[src/pms_pkg.sv]
`timescale 1ns / 1ps
// ----------------------------------------------------------------------------
// pms_pkg
// Shared types and constants of the melody sequencer.
// ----------------------------------------------------------------------------
package pms_pkg;

   localparam logic [1:0] FUNC_TICK = 2'd0;
   localparam logic [1:0] FUNC_LOAD = 2'd1;
   localparam logic [1:0] FUNC_PLAY = 2'd2;
   localparam logic [1:0] FUNC_STOP = 2'd3;

   localparam logic [1:0] CSR_CLOCK  = 2'd0;
   localparam logic [1:0] CSR_VOLUME = 2'd1;
   localparam logic [1:0] CSR_ENABLE = 2'd2;
   localparam logic [1:0] CSR_MASK   = 2'd3;

   localparam logic [28:0] CLOCK_RESET  = 29'd120000000;
   localparam logic [6:0]  VOLUME_RESET = 7'd10;
   localparam logic [6:0]  VOLUME_MAX   = 7'd100;
   localparam logic [7:0]  DIV_MAX      = 8'd255;
   localparam logic [7:0]  DUTY_DIVISOR = 8'd200;

   // note memory size, addresses wrap at this depth
   localparam int NOTE_DEPTH = 64;
   localparam int NOTE_AW    = 6;

   // serial divider command and reply
   typedef struct packed {
      logic        start;
      logic [40:0] dividend;
      logic [40:0] divisor;
   } div_cmd_type;

   typedef struct packed {
      logic        done;
      logic [40:0] quotient;
   } div_rsp_type;

   // serial multiplier command and reply
   typedef struct packed {
      logic        start;
      logic [31:0] a;
      logic [31:0] b;
   } mul_cmd_type;

   typedef struct packed {
      logic        done;
      logic [47:0] product;
   } mul_rsp_type;

endpackage

[src/pms_divider.sv]
`timescale 1ns / 1ps
// ----------------------------------------------------------------------------
// pms_divider
// Restoring divider, one quotient bit per cycle.
// ----------------------------------------------------------------------------
module pms_divider (
   input  logic                 clock,
   input  logic                 reset,
   input  pms_pkg::div_cmd_type cmd,
   output pms_pkg::div_rsp_type rsp
);

   logic [40:0] rem_ff, rem_in;
   logic [40:0] quo_ff, quo_in;
   logic [40:0] dsr_ff, dsr_in;
   logic [5:0]  cnt_ff, cnt_in;
   logic        busy_ff, busy_in;
   logic        done_ff, done_in;
   logic [41:0] trial;

   // one shift and subtract step
   always_comb begin
      rem_in  = rem_ff;
      quo_in  = quo_ff;
      dsr_in  = dsr_ff;
      cnt_in  = cnt_ff;
      busy_in = busy_ff;
      done_in = 1'b0;
      trial   = {rem_ff, quo_ff[40]} - {1'b0, dsr_ff};
      if (cmd.start) begin
         rem_in  = '0;
         quo_in  = cmd.dividend;
         dsr_in  = cmd.divisor;
         cnt_in  = 6'd41;
         busy_in = 1'b1;
      end else if (busy_ff) begin
         if (!trial[41]) begin
            rem_in = trial[40:0];
            quo_in = {quo_ff[39:0], 1'b1};
         end else begin
            rem_in = {rem_ff[39:0], quo_ff[40]};
            quo_in = {quo_ff[39:0], 1'b0};
         end
         cnt_in = cnt_ff - 6'd1;
         if (cnt_ff == 6'd1) begin
            busy_in = 1'b0;
            done_in = 1'b1;
         end
      end
   end

   always_ff @(posedge clock) begin
      rem_ff <= rem_in;
      quo_ff <= quo_in;
      dsr_ff <= dsr_in;
      cnt_ff <= cnt_in;
      if (reset) begin
         busy_ff <= 1'b0;
         done_ff <= 1'b0;
      end else begin
         busy_ff <= busy_in;
         done_ff <= done_in;
      end
   end

   assign rsp.done     = done_ff;
   assign rsp.quotient = quo_ff;

endmodule

[src/pms_multiplier.sv]
`timescale 1ns / 1ps
// ----------------------------------------------------------------------------
// pms_multiplier
// Shift and add multiplier, one multiplier bit per cycle.
// ----------------------------------------------------------------------------
module pms_multiplier (
   input  logic                 clock,
   input  logic                 reset,
   input  pms_pkg::mul_cmd_type cmd,
   output pms_pkg::mul_rsp_type rsp
);

   logic [47:0] acc_ff, acc_in;
   logic [47:0] mcd_ff, mcd_in;
   logic [31:0] mpr_ff, mpr_in;
   logic        busy_ff, busy_in;
   logic        done_ff, done_in;

   // add the shifted multiplicand for each set bit
   always_comb begin
      acc_in  = acc_ff;
      mcd_in  = mcd_ff;
      mpr_in  = mpr_ff;
      busy_in = busy_ff;
      done_in = 1'b0;
      if (cmd.start) begin
         acc_in  = '0;
         mcd_in  = {16'd0, cmd.a};
         mpr_in  = cmd.b;
         busy_in = 1'b1;
      end else if (busy_ff) begin
         if (mpr_ff[0]) acc_in = acc_ff + mcd_ff;
         mcd_in = {mcd_ff[46:0], 1'b0};
         mpr_in = {1'b0, mpr_ff[31:1]};
         if (mpr_ff[31:1] == 31'd0) begin
            busy_in = 1'b0;
            done_in = 1'b1;
         end
      end
   end

   always_ff @(posedge clock) begin
      acc_ff <= acc_in;
      mcd_ff <= mcd_in;
      mpr_ff <= mpr_in;
      if (reset) begin
         busy_ff <= 1'b0;
         done_ff <= 1'b0;
      end else begin
         busy_ff <= busy_in;
         done_ff <= done_in;
      end
   end

   assign rsp.done    = done_ff;
   assign rsp.product = acc_ff;

endmodule

[src/pwm_melody_sequencer_core.sv]
`timescale 1ns / 1ps
// ----------------------------------------------------------------------------
// pwm_melody_sequencer_core
// Melody sequencer giving PWM tone settings from a note memory.
// ----------------------------------------------------------------------------
// Each request gives one response, and the next request is taken only after
// that response has been accepted. Loads, stops, ignored plays and ticks that
// start no note use no serial unit; a rest runs only the note length
// multiply. A tick or play that starts a tone runs the bit-serial divider
// three times (the clock divider, the wrap and the duty over 200) and the
// shift-add multiplier twice (the volume, the note length); a tick that
// starts a delayed melody whose first note has zero length plays two notes
// in one request. The note memory has one read port with registered data
// and needs no clearing after reset.
module pwm_melody_sequencer_core (
   input  logic        clock,
   input  logic        reset,
   input  logic        req_valid,
   output logic        req_ready,
   input  logic [1:0]  req_func,
   input  logic [5:0]  req_note_index,
   input  logic [15:0] req_note_frequency,
   input  logic [15:0] req_note_duration,
   input  logic [6:0]  req_melody_length,
   input  logic [15:0] req_melody_tempo,
   input  logic [15:0] req_start_delay_ms,
   input  logic        req_delayed_start,
   input  logic [3:0]  req_sound_event,
   output logic        rsp_valid,
   input  logic        rsp_ready,
   output logic        rsp_tone_on,
   output logic [7:0]  rsp_pwm_clock_divider,
   output logic [15:0] rsp_pwm_wrap,
   output logic [15:0] rsp_pwm_duty,
   output logic        rsp_melody_playing,
   output logic        rsp_tone_changed,
   input  logic        csr_write,
   input  logic [1:0]  csr_index,
   input  logic [28:0] csr_data
);

   typedef enum logic [11:0] {
      S_IDLE   = 12'b000000000001,
      S_DECIDE = 12'b000000000010,
      S_READ   = 12'b000000000100,
      S_START  = 12'b000000001000,
      S_NOTE   = 12'b000000010000,
      S_DIV1   = 12'b000000100000,
      S_DIV2   = 12'b000001000000,
      S_DMUL   = 12'b000010000000,
      S_DDIV   = 12'b000100000000,
      S_LEN    = 12'b001000000000,
      S_ADV    = 12'b010000000000,
      S_RESP   = 12'b100000000000
   } state_type;

   state_type   state_ff;

   // configuration
   logic [28:0] clk_hz_ff;
   logic [6:0]  vol_ff;
   logic        en_ff;
   logic [15:0] mask_ff;

   // captured request
   logic [1:0]  func_ff;
   logic [5:0]  idx_ff;
   logic [15:0] tempo_ff, delay_ff;
   logic [6:0]  len_ff;
   logic        dly_ff;
   logic [3:0]  ev_ff;

   // sequencer state
   logic                        play_ff, pend_ff, chk_ff;
   logic [pms_pkg::NOTE_AW-1:0] base_ff, pbase_ff;
   logic [6:0]                  pos_ff, cnt_ff, pcnt_ff;
   logic [15:0]                 unit_ff, punit_ff, pleft_ff;
   logic [31:0]                 left_ff;

   // tone
   logic        on_ff, chg_ff;
   logic [7:0]  tdiv_ff;
   logic [15:0] twrap_ff, tduty_ff;
   logic [15:0] nfreq_ff, ndur_ff;
   logic        rsp_ff;

   // note memory
   logic [31:0]                 mem [pms_pkg::NOTE_DEPTH];
   logic [31:0]                 rd_ff;
   logic [pms_pkg::NOTE_AW-1:0] rd_addr;

   pms_pkg::div_cmd_type dcmd;
   pms_pkg::div_rsp_type drsp;
   pms_pkg::mul_cmd_type mcmd;
   pms_pkg::mul_rsp_type mrsp;

   logic [40:0] quo;
   logic [7:0]  div_clamp;
   logic [23:0] div_freq;
   logic [15:0] wrapv;
   logic [6:0]  pos_nx;

   pms_divider u_div (.clock(clock), .reset(reset), .cmd(dcmd), .rsp(drsp));
   pms_multiplier u_mul (.clock(clock), .reset(reset), .cmd(mcmd), .rsp(mrsp));

   // quotient post-processing
   assign quo       = drsp.quotient;
   assign div_clamp = (quo == 41'd0) ? 8'd1
                    : (quo > {33'd0, pms_pkg::DIV_MAX}) ? pms_pkg::DIV_MAX : quo[7:0];
   assign div_freq  = {16'd0, div_clamp} * {8'd0, nfreq_ff};
   assign wrapv     = (quo == 41'd0 || quo > 41'd65536) ? 16'hFFFF : 16'(quo - 41'd1);
   assign pos_nx    = pos_ff + 7'd1;
   assign rd_addr   = base_ff + pos_ff[pms_pkg::NOTE_AW-1:0];

   // note memory, written on a load request
   always_ff @(posedge clock) begin
      if (req_valid && req_ready && req_func == pms_pkg::FUNC_LOAD)
         mem[req_note_index] <= {req_note_duration, req_note_frequency};
      rd_ff <= mem[rd_addr];
   end

   assign req_ready = (state_ff == S_IDLE) && !rsp_ff;

   // command launches for the serial units
   always_comb begin
      dcmd = '0;
      mcmd = '0;
      if (state_ff == S_NOTE && nfreq_ff != 16'd0) begin
         dcmd.start    = 1'b1;
         dcmd.dividend = {12'd0, clk_hz_ff};
         dcmd.divisor  = {13'd0, nfreq_ff, 12'd0};
      end
      if (state_ff == S_DIV1 && drsp.done) begin
         dcmd.start    = 1'b1;
         dcmd.dividend = {12'd0, clk_hz_ff};
         dcmd.divisor  = {17'd0, div_freq};
      end
      if (state_ff == S_DMUL && mrsp.done) begin
         dcmd.start    = 1'b1;
         dcmd.dividend = {18'd0, mrsp.product[22:0]};
         dcmd.divisor  = {33'd0, pms_pkg::DUTY_DIVISOR};
      end
      if (state_ff == S_DIV2 && drsp.done) begin
         mcmd.start = 1'b1;
         mcmd.a     = {16'd0, wrapv};
         mcmd.b     = {25'd0, vol_ff};
      end
      if ((state_ff == S_NOTE && nfreq_ff == 16'd0) || (state_ff == S_DDIV && drsp.done)) begin
         mcmd.start = 1'b1;
         mcmd.a     = {16'd0, ndur_ff};
         mcmd.b     = {16'd0, unit_ff};
      end
   end

   // sequencer
   always_ff @(posedge clock) begin
      if (reset) begin
         state_ff  <= S_IDLE;
         clk_hz_ff <= pms_pkg::CLOCK_RESET;
         vol_ff    <= pms_pkg::VOLUME_RESET;
         en_ff     <= 1'b1;
         mask_ff   <= 16'hFFFF;
         play_ff   <= 1'b0;
         pend_ff   <= 1'b0;
         chk_ff    <= 1'b0;
         base_ff   <= '0;
         pbase_ff  <= '0;
         pos_ff    <= '0;
         cnt_ff    <= '0;
         pcnt_ff   <= '0;
         unit_ff   <= '0;
         punit_ff  <= '0;
         pleft_ff  <= '0;
         left_ff   <= '0;
         on_ff     <= 1'b0;
         chg_ff    <= 1'b0;
         tdiv_ff   <= '0;
         twrap_ff  <= '0;
         tduty_ff  <= '0;
         rsp_ff    <= 1'b0;
      end else begin
         if (rsp_ff && rsp_ready) rsp_ff <= 1'b0;
         // configuration writes
         if (csr_write) begin
            unique case (csr_index)
               pms_pkg::CSR_CLOCK:  clk_hz_ff <= csr_data;
               pms_pkg::CSR_VOLUME: vol_ff <= (csr_data[6:0] > pms_pkg::VOLUME_MAX)
                                        ? pms_pkg::VOLUME_MAX : csr_data[6:0];
               pms_pkg::CSR_ENABLE: begin
                  en_ff <= csr_data[0];
                  if (!csr_data[0]) begin
                     on_ff <= 1'b0; tdiv_ff <= '0; tduty_ff <= '0;
                     play_ff <= 1'b0; pend_ff <= 1'b0;
                  end
               end
               pms_pkg::CSR_MASK:   mask_ff <= csr_data[15:0];
               default: ;
            endcase
         end
         unique case (state_ff)
            S_IDLE: if (req_valid && req_ready) begin
               func_ff <= req_func; idx_ff <= req_note_index;
               len_ff <= req_melody_length; tempo_ff <= req_melody_tempo;
               delay_ff <= req_start_delay_ms; dly_ff <= req_delayed_start;
               ev_ff <= req_sound_event; chg_ff <= 1'b0; chk_ff <= 1'b0;
               state_ff <= S_DECIDE;
            end
            S_DECIDE: begin
               unique case (func_ff)
                  pms_pkg::FUNC_TICK: begin
                     if (pleft_ff != 16'd0) pleft_ff <= pleft_ff - 16'd1;
                     if (play_ff && left_ff != 32'd0) left_ff <= left_ff - 32'd1;
                     if (!play_ff && pend_ff && pleft_ff <= 16'd1) begin
                        // delayed melody starts, then the tick's advance check
                        pend_ff <= 1'b0;
                        base_ff <= pbase_ff; cnt_ff <= pcnt_ff; unit_ff <= punit_ff;
                        pos_ff <= '0; play_ff <= 1'b1; left_ff <= '0;
                        if (pcnt_ff != 7'd0) begin
                           chk_ff   <= 1'b1;
                           state_ff <= S_READ;
                        end else begin
                           state_ff <= S_ADV;
                        end
                     end else if (play_ff && left_ff <= 32'd1) begin
                        state_ff <= S_ADV;
                     end else begin
                        state_ff <= S_RESP;
                     end
                  end
                  pms_pkg::FUNC_LOAD: state_ff <= S_RESP;
                  pms_pkg::FUNC_PLAY: begin
                     if (en_ff && mask_ff[ev_ff] && !dly_ff) begin
                        pend_ff <= 1'b0; base_ff <= idx_ff;
                        cnt_ff <= len_ff; unit_ff <= tempo_ff;
                        pos_ff <= '0; play_ff <= 1'b1; left_ff <= '0;
                        state_ff <= (len_ff != 7'd0) ? S_READ : S_RESP;
                     end else begin
                        if (en_ff && mask_ff[ev_ff]) begin
                           pend_ff <= 1'b1; pbase_ff <= idx_ff;
                           pcnt_ff <= len_ff; punit_ff <= tempo_ff;
                           pleft_ff <= delay_ff;
                        end
                        state_ff <= S_RESP;
                     end
                  end
                  default: begin
                     on_ff <= 1'b0; tdiv_ff <= '0; tduty_ff <= '0; chg_ff <= 1'b1;
                     play_ff <= 1'b0; pend_ff <= 1'b0;
                     state_ff <= S_RESP;
                  end
               endcase
            end
            S_ADV: begin
               chk_ff <= 1'b0;
               pos_ff <= pos_nx;
               if (pos_nx >= cnt_ff || pos_nx == 7'd0) begin
                  on_ff <= 1'b0; tdiv_ff <= '0; tduty_ff <= '0; chg_ff <= 1'b1;
                  play_ff <= 1'b0; pend_ff <= 1'b0;
                  state_ff <= S_RESP;
               end else begin
                  state_ff <= S_READ;
               end
            end
            S_READ: state_ff <= S_START;
            S_START: begin
               nfreq_ff <= rd_ff[15:0]; ndur_ff <= rd_ff[31:16];
               state_ff <= S_NOTE;
            end
            S_NOTE: begin
               chg_ff <= 1'b1;
               if (nfreq_ff == 16'd0) begin
                  on_ff <= 1'b0; tdiv_ff <= '0; tduty_ff <= '0;
                  state_ff <= S_LEN;
               end else begin
                  state_ff <= S_DIV1;
               end
            end
            S_DIV1: if (drsp.done) begin
               tdiv_ff  <= div_clamp;
               on_ff    <= 1'b1;
               state_ff <= S_DIV2;
            end
            S_DIV2: if (drsp.done) begin
               twrap_ff <= wrapv;
               state_ff <= S_DMUL;
            end
            S_DMUL: if (mrsp.done) state_ff <= S_DDIV;
            S_DDIV: if (drsp.done) begin
               tduty_ff <= (quo == 41'd0 && vol_ff != 7'd0) ? 16'd1 : quo[15:0];
               state_ff <= S_LEN;
            end
            S_LEN: if (mrsp.done) begin
               left_ff  <= mrsp.product[31:0];
               state_ff <= (chk_ff && mrsp.product[31:0] == 32'd0) ? S_ADV : S_RESP;
            end
            S_RESP: begin
               rsp_ff   <= 1'b1;
               state_ff <= S_IDLE;
            end
            default: state_ff <= S_IDLE;
         endcase
      end
   end

   assign rsp_valid             = rsp_ff;
   assign rsp_tone_on           = on_ff;
   assign rsp_pwm_clock_divider = tdiv_ff;
   assign rsp_pwm_wrap          = twrap_ff;
   assign rsp_pwm_duty          = tduty_ff;
   assign rsp_melody_playing    = play_ff;
   assign rsp_tone_changed      = chg_ff;

   // a response only leaves when the sequencer is back at rest
   a_rsp_idle: assert property (@(posedge clock) disable iff (reset)
      rsp_valid |-> state_ff == S_IDLE) else $error("response outside idle");
   // no request is taken while a response waits
   a_no_take: assert property (@(posedge clock) disable iff (reset)
      rsp_valid |-> !req_ready) else $error("request taken during response");
   // tone off means zero divider
   a_off_div: assert property (@(posedge clock) disable iff (reset)
      !on_ff |-> tdiv_ff == 8'd0) else $error("divider set with tone off");

endmodule
[config.mk]
export PLATFORM = sky130hd
export DESIGN_NAME = pwm_melody_sequencer_core
export DESIGN_NICKNAME = d
export VERILOG_FILES = /design/src/pms_pkg.sv /design/src/pms_divider.sv /design/src/pms_multiplier.sv /design/src/pwm_melody_sequencer_core.sv
export SDC_FILE = /design/constraint.sdc
export NUM_CORES = 2
export LEC_CHECK = 0
export BUFFER_PORTS_ARGS = -buffer_cell sky130_fd_sc_hd__buf_4
export CAP_MARGIN = 10
export CORE_ASPECT_RATIO = 0.9
export CORE_UTILIZATION = 40
export DETAILED_ROUTE_END_ITERATION = 10
export GPL_TIMING_DRIVEN = 1
export SLEW_MARGIN = 0
export SYNTH_ARGS = -nofsm -noshare
export SYNTH_HDL_FRONTEND = slang
export SYNTH_SLANG_ARGS = --single-unit
[constraint.sdc]
create_clock -name clock -period 8.55 [get_ports clock]
set_input_delay 0.4275 -clock clock [delete_from_list [all_inputs] [get_ports clock]]
set_output_delay 0.4275 -clock clock [all_outputs]
set_load 0.02 [all_outputs]
## Yosys cells after proc, flatten, opt, wreduce, memory -nomap -nowiden

Memory sizes are Yosys's and may differ from the RTL's. A register that Yosys moved wholly into a read port is not among the register bits.
Index checks and enable logic that the tools add are counted.

| word-level totals | value |
|---|---|
| input port bits | 120 |
| bits in registers | 569 |
| ROM bits | 0 |
| latch bits | 0 |
| memory bits (writable) | 2048 |
| memories kept | 1 |
| output and inout bits | 45 |
| word-level logic and storage cells | 293 |

| cells by class | value |
|---|---|
| reductions and logical operators | 66 |
| bitwise gates (word level) | 5 |
| $add $sub $neg | 8 |
| equal/unequal tests | 39 |
| shift operators | 0 |
| $mul | 1 |
| divide/modulo/power cells | 0 |
| order comparisons | 7 |
| multiplexer cells | 120 |

Memories:

| name | depth | bits a word | read ports | clocked after Yosys merged registers in | wr ports | line | text |
|---|---|---|---|---|---|---|---|
| mem | 64 | 32 | 1 | 1 | 1 | pwm_melody_sequencer_core.sv:88 | `logic [31:0] mem [pms_pkg::NOTE_DEPTH];` |

Operators with widths:

| kind | number |
|---|---|
| $mux 32 | 8 |
| $mux 83 | 3 |
| $mux 16 | 14 |
| $mux 12 | 12 |
| $pmux 12 s11 | 1 |
| $mux 65 | 2 |
| $pmux 32 s2 | 2 |
| $mux 41 | 3 |
| $mux 8 | 9 |
| $pmux 16 s2 | 2 |
| $pmux 16 s4 | 1 |
| $add 48x48->48 | 1 |
| $pmux 7 s2 | 3 |
| $sub 42x41->42 | 1 |
| $gt 41x17->1 const B | 1 |
| $gt 41x8->1 const B | 1 |
| $logic_not 41->1 | 1 |
| $mux 1 | 40 |
| $mux 7 | 5 |
| $le 32x1->1 const B | 1 |
| $logic_not 32->1 | 1 |
| $pmux 8 s4 | 1 |
| $reduce_bool 16->1 | 2 |
| $reduce_bool 32->1 | 1 |
| 58 further kinds | 130 |

## Logic depth before layout (Yosys ltp)

| logic depth | value |
|---|---|
| depth in word-level cells | 7 |
| depth in mapped cells | 27 |
| gate-level depth less buffers | 25 |

## Hierarchy

Synthesis repeated with hierarchy kept, for this count alone.

| second synthesis, totals | value |
|---|---|
| cells, all modules | 6791 |
| area total of the unflattened synthesis | 112585.5 µm² |

Modules (own cells, without submodules):

| module | instances | seq. area each (µm²) | cells each | area an instance (µm²) |
|---|---|---|---|---|
| pwm_melody_sequencer_core | 1 | 69146.3 | 5201 | 97073.1 |
| pms_divider | 1 | 3443.3 | 793 | 7816.2 |
| pms_multiplier | 1 | 3243.1 | 797 | 7696.1 |

## Worst setup path after synthesis

Ideal clock, no wire load.

| path | value |
|---|---|
| kind | register to register |
| start point | register u_div.quo_ff[12] |
| end point | register u_div.dsr_ff[18] (data pin) |
| arrival time | 6.301 ns |
| buffers on the path | 3 |
| slack | 1.993 ns |
| setup time | 0.256 ns |
| period minus slack after synthesis | 6.557 ns |
| required time | 8.294 ns |
| cell stages (with the launch flop) | 25 |
| cell sequence | edfxtp_1 > clkbuf_1 > or4_1 > nor4_1 > nand3_1 > or2_2 > clkbuf_1 > clkbuf_1 > and2_1 > fa_1 > fa_1 > fa_1 > inv_1 > fa_1 > inv_1 > ha_1 > a21o_1 > a21o_1 > a31o_2 > a41o_1 > o311ai_0 > nand2b_1 > a21oi_1 > xnor2_1 > a22o_1 |

| between the ends | value |
|---|---|
| cells in the longest elaborated chain, start to end | 5 |
| elaborated cells on any way between the ends | 6 |
| those cells by class | mul (1); order compare (1); mux (3); reduce/logical (1) |

RTL lines:

| element | line | text |
|---|---|---|
| start: declaration | pms_divider.sv:14 | `logic [40:0] quo_ff, quo_in;` |
| start signal: assignment | pms_divider.sv:54 | `quo_ff <= quo_in;` |
| $gt 41x8->1 | pwm_melody_sequencer_core.sv:109 | `: (quo > {33'd0, pms_pkg::DIV_MAX}) ? pms_pkg::DIV_MAX : quo[7:0];` |
| $mux 8 | pwm_melody_sequencer_core.sv:109 |  |
| $mux 8 (*) | pwm_melody_sequencer_core.sv:108 | `assign div_clamp = (quo == 41'd0) ? 8'd1` |
| $mul 8x16->24 (*) | pwm_melody_sequencer_core.sv:110 | `assign div_freq = {16'd0, div_clamp} * {8'd0, nfreq_ff};` |
| $mux 83 (*) | pwm_melody_sequencer_core.sv:133 | `if (state_ff == S_DIV1 && drsp.done) begin` |
| end signal: assignment | pms_divider.sv:55 | `dsr_ff <= dsr_in;` |
| end: declaration | pms_divider.sv:15 | `logic [40:0] dsr_ff, dsr_in;` |

Every way passes the cells marked *; elsewhere a longest branch is shown, timed or not.
A chain may end at the register's enable or synchronous reset.

## Worst setup path after layout

| path | value |
|---|---|
| start point | register u_div.quo_ff[19] |
| end point | register u_div.dsr_ff[18] (data pin) |

Same word-level chain as after synthesis.

==> results_dict.tcl <==
set metrics [dict create \
    synth_cell_types 78 \
    start_util 0.402 \
    holdWs_ps 83.8 \
    reg2reg_from "u_div.quo_ff[19]$_DFFE_PP_" \
    arrival_ps 7990 \
    clock.fmax_mhz 135 \
    path_buf_inv 2 \
    synth_simple_gate_area_frac 0.0619 \
    switching_share 0.206 \
    yosysWarnings 0 \
    status "completed" \
    rsz0062_at_grt "no" \
    drv_slew 0 \
    first_pass_iters 5 \
    r2r_cells 22 \
    synth-edff-count 2249 \
    combPwrFrac 0.025 \
    synth_top_family_by_area "multiplexers" \
    critPathTopFamily "simple AND/OR/NAND/NOR gates" \
    maxCapViolCount 0 \
    worstSetupEndpointType "flop" \
    drc_errors 0 \
    timing.critical_path.cells "nor4_1 > nand4_1 > nor4_1 > nand3_1 > or2_2 > and2_1 > fa_1 > fa_1 > ha_1 > inv_1 > fa_1 > inv_1 > ha_1 > a21o_1 > a2111o_1 > a31o_2 > a41o_1 > o311ai_0 > nand2b_1 > a21oi_1 > xnor2_1 > a22o_1" \
    num_vias 58585 \
    layout-drive-gt1-share 0.209 \
    fin_tns_setup_ps 0 \
    fin_util 0.460 \
    clk_latency_ps 870 \
    coreArea_um2 267000 \
    drt_iter0_markers 6555 \
    cpMostUsedCell "fa_1" \
    seqPwrFrac 0.536 \
    synthMuxAreaShare 0.143 \
    overflow 0 \
    cts_inserted_buffers 268 \
    regArea_um2 74300 \
    cts_tree "done" \
    syn-cell-area_um2 107000 \
    clkSinkCount 2588 \
    nFillCells 22803 \
    critical_path_depth 22 \
    synth_compound_area_frac 0.0459 \
    grt_max_degree 121 \
    hold_path_class "input pin to flop" \
    synth_xor_area_frac 0.00856 \
    syn-num-nets 6649 \
    synthCells 6318 \
    synth_flop_cell "edfxtp_1" \
    power_switching_mw 5.29 \
    nets 6953 \
    die-area_um2 271000 \
    worst_pin_slew_ps 1200 \
    cp-start-kind "flop" \
    postCtsSetupRepairBufs 0 \
    ys_async_sr_fraction 0 \
    p_leak_nw 39.8 \
    vias_per_cell 5.64 \
    die_y_um 494 \
    crit_type "flop to flop" \
    cp_slowest_cell "or2_2" \
    fin_crit_ps 7410 \
    power_mw 25.7 \
    vdd_ir_drop_max_uv 197 \
    crit_end "u_div.dsr_ff[18]$_SDFFCE_PP0N_" \
    clk_path_buf_depth 4 \
    drt_wl_total_um 271000 \
    htreeDepth 5 \
    startpoint "u_div.quo_ff[19]$_DFFE_PP_" \
    clkPwrFrac 0.439 \
    dp.final_hpwl_um 154000 \
    antenna_found_initial 14 \
    cts-root-buf "clkbuf_16" \
    multi_input_area_um2 31800 \
    dp.cells 9811 \
    syn_to_final_growth_pct 14.3 \
    die_w_um 548 \
    top_level_ports 165 \
    final_cells 10380 \
    finalCritPeriodShare 0.867 \
    p_int_mw 20.4 \
    track_usage 0.199 \
    num_rows 180 \
    syn_avg_cell_area_um2 17.0 \
    r2r-end "u_div.dsr_ff[18]$_SDFFCE_PP0N_" \
    skew_ps 60.4 \
    power.density_nw_per_um2 210 \
    hold_viol 0 \
    slew_headroom 0.192 \
    r2r_slack_ps 1140 \
    wl_per_cell_um 26.1 \
    path_max_fanout 17 \
    grt_pass1_vias 58502 \
    synth_seq_cells 2588 \
    grt_pass1_wl_um 399000 \
    place.port_buffers 164 \
    slowest_delay_ps 540 \
    hold-path-cell-count 1 \
    place_congestion 0.825 \
    ant_nets 0 \
    clkTransAtPathRegs_ps 60 \
    synth_fa_ha_area_frac 0.0307 \
    worst_ep_required_time_ps 9130 \
    yosysSeqAreaShare 0.692 \
    setup_viol_count_final 0 \
]
-- worst min-delay path by stage --
| stage | startpoint | end | slack (ps) |
|---|---|---|---|
| finish | req_note_frequency[15] | mem[12][15]$_DFFE_PP_ | 80 |
| global placement | rd_ff[15]$_DFF_P_ | nfreq_ff[15]$_DFFE_PP_ | 390 |
| global route | req_note_frequency[15] | mem[12][15]$_DFFE_PP_ | 90 |
| floorplan | rd_ff[16]$_DFF_P_ | ndur_ff[0]$_DFFE_PP_ | 390 |
| CTS | req_note_frequency[3] | mem[10][3]$_DFFE_PP_ | 50 |
| detailed placement | rd_ff[15]$_DFF_P_ | nfreq_ff[15]$_DFFE_PP_ | 400 |
-- registers in the layout, summed over array words and instances, names as in the netlist, 28 cells and up --
signal,count
clk_hz_ff,29
mem,2048
u_mul.mcd_ff,32
u_div.dsr_ff,28
u_div.quo_ff,41
rd_ff,32
u_mul.acc_ff,32
left_ff,32
u_div.rem_ff,41
-- layout make-up --
cell class,instances,share of cell area
antenna,6,0.000122
tap,3549,0.0362
clock inverter,131,0.00884
sequential,2588,0.605
timing repair buffer,377,0.0261
inverter,167,0.00511
multi-input combinational,3220,0.259
clock buffer,342,0.0594
-- layout by cell type (no fill, tap or decap), types with 33 or more instances in the layout --
master / instances
xor2_1: 38
nand3_1: 43
mux4_2: 644
nor2b_1: 64
and2_1: 129
a211oi_1: 72
a311oi_1: 33
dfxtp_1: 338
and3_1: 33
edfxtp_1: 2249
nor3_1: 67
nand3b_1: 34
nor2_1: 301
clkbuf_16: 277
nor2_4: 66
fa_1: 86
ha_1: 123
buf_4: 275
mux2i_1: 80
nor4_1: 41
a21o_1: 61
clkinv_2: 42
o21ai_0: 146
clkinv_1: 52
xnor2_1: 63
inv_1: 167
dlygate4sd3_1: 86
nand2_1: 506
a21oi_1: 243
a22oi_1: 56
clkbuf_1: 54
-- power groups by stage --
stage | Combinational (mW) | Clock, mW | Sequential, mW
floorplan | 0.297 | 0 | 14.0
global placement | 0.583 | 0 | 14.1
detailed placement | 0.603 | 0 | 14.1
CTS | 0.638 | 11.5 | 13.8
global route | 0.696 | 12.0 | 13.8
finish | 0.640 | 11.3 | 13.8
-- synthesized netlist by cell type (5+ instances only) --
cell type	number	area [um2]
edfxtp_1	2249	67500
mux4_2	644	14500
nand2_1	506	1900
nor2_1	368	1380
dfxtp_1	339	6790
clkbuf_1	273	1020
a21oi_1	243	1220
inv_1	167	627
o21ai_0	146	731
and2_1	129	807
ha_1	124	1550
fa_1	87	1740
mux2i_1	80	801
a211oi_1	72	541
nor3_1	68	340
buf_1	67	251
xnor2_1	67	587
nor2b_1	65	407
a21o_1	61	458
a22oi_1	56	420
nand3_1	44	220
nor4_1	42	263
xor2_1	38	333
nand3b_1	34	255
a311oi_1	33	289
a31oi_1	33	206
and3_1	33	206
a22o_1	27	236
nand2b_1	22	138
nand4_1	19	119
or3_1	19	119
or2_2	16	100
o31ai_1	14	105
o21a_1	11	82.6
nor3b_1	8	60.1
o211ai_1	8	60.1
o21bai_1	8	60.1
or4_1	8	60.1
a32o_1	7	70.1
nand4b_1	6	52.6
nor4b_1	6	52.6
o41ai_1	6	52.6
a31o_2	5	43.8
or3b_2	5	43.8
-- stage by stage --
stage | setup slack [ps] | area (um2)
CTS | 1130 | 123000
floorplan | 1990 | 107000
global placement | 1330 | 113000
detailed placement | 1140 | 113000
finish | 1140 | 123000
global route | 753 | 123000
-- worst reg2reg max path, stage by stage (launching register included) --
cell and delay [ps]:
edfxtp_1 400, nor4_1 460, nand4_1 190, nor4_1 530, nand3_1 320, or2_2 550
and2_1 250, fa_1 450, fa_1 510, ha_1 290, inv_1 50, fa_1 530
inv_1 50, ha_1 330, a21o_1 210, a2111o_1 460, a31o_2 280, a41o_1 280
o311ai_0 440, nand2b_1 110, a21oi_1 190, xnor2_1 80, a22o_1 190
-- cell families after synthesis --
kind of cell    Yosys count
compound gates          766
mux                     728
xor+xnor                105
flops                  2588
fa+ha+maj               211
buf+inv                 510
simple gates           1410
-- per-layer routing --
layer  track usage  part of all wire
met4        0.0431             0.019
met1         0.284              0.43
met2         0.323              0.48
met5             0          0.000066
met3        0.0330             0.070
-- timing repair --
item                      in CTS  in global routing
hold endpoints to repair     124                  0
gates resized for setup        0                  0
hold buffers                  86                  0
Note: power is estimated with default switching activity, not from simulation.
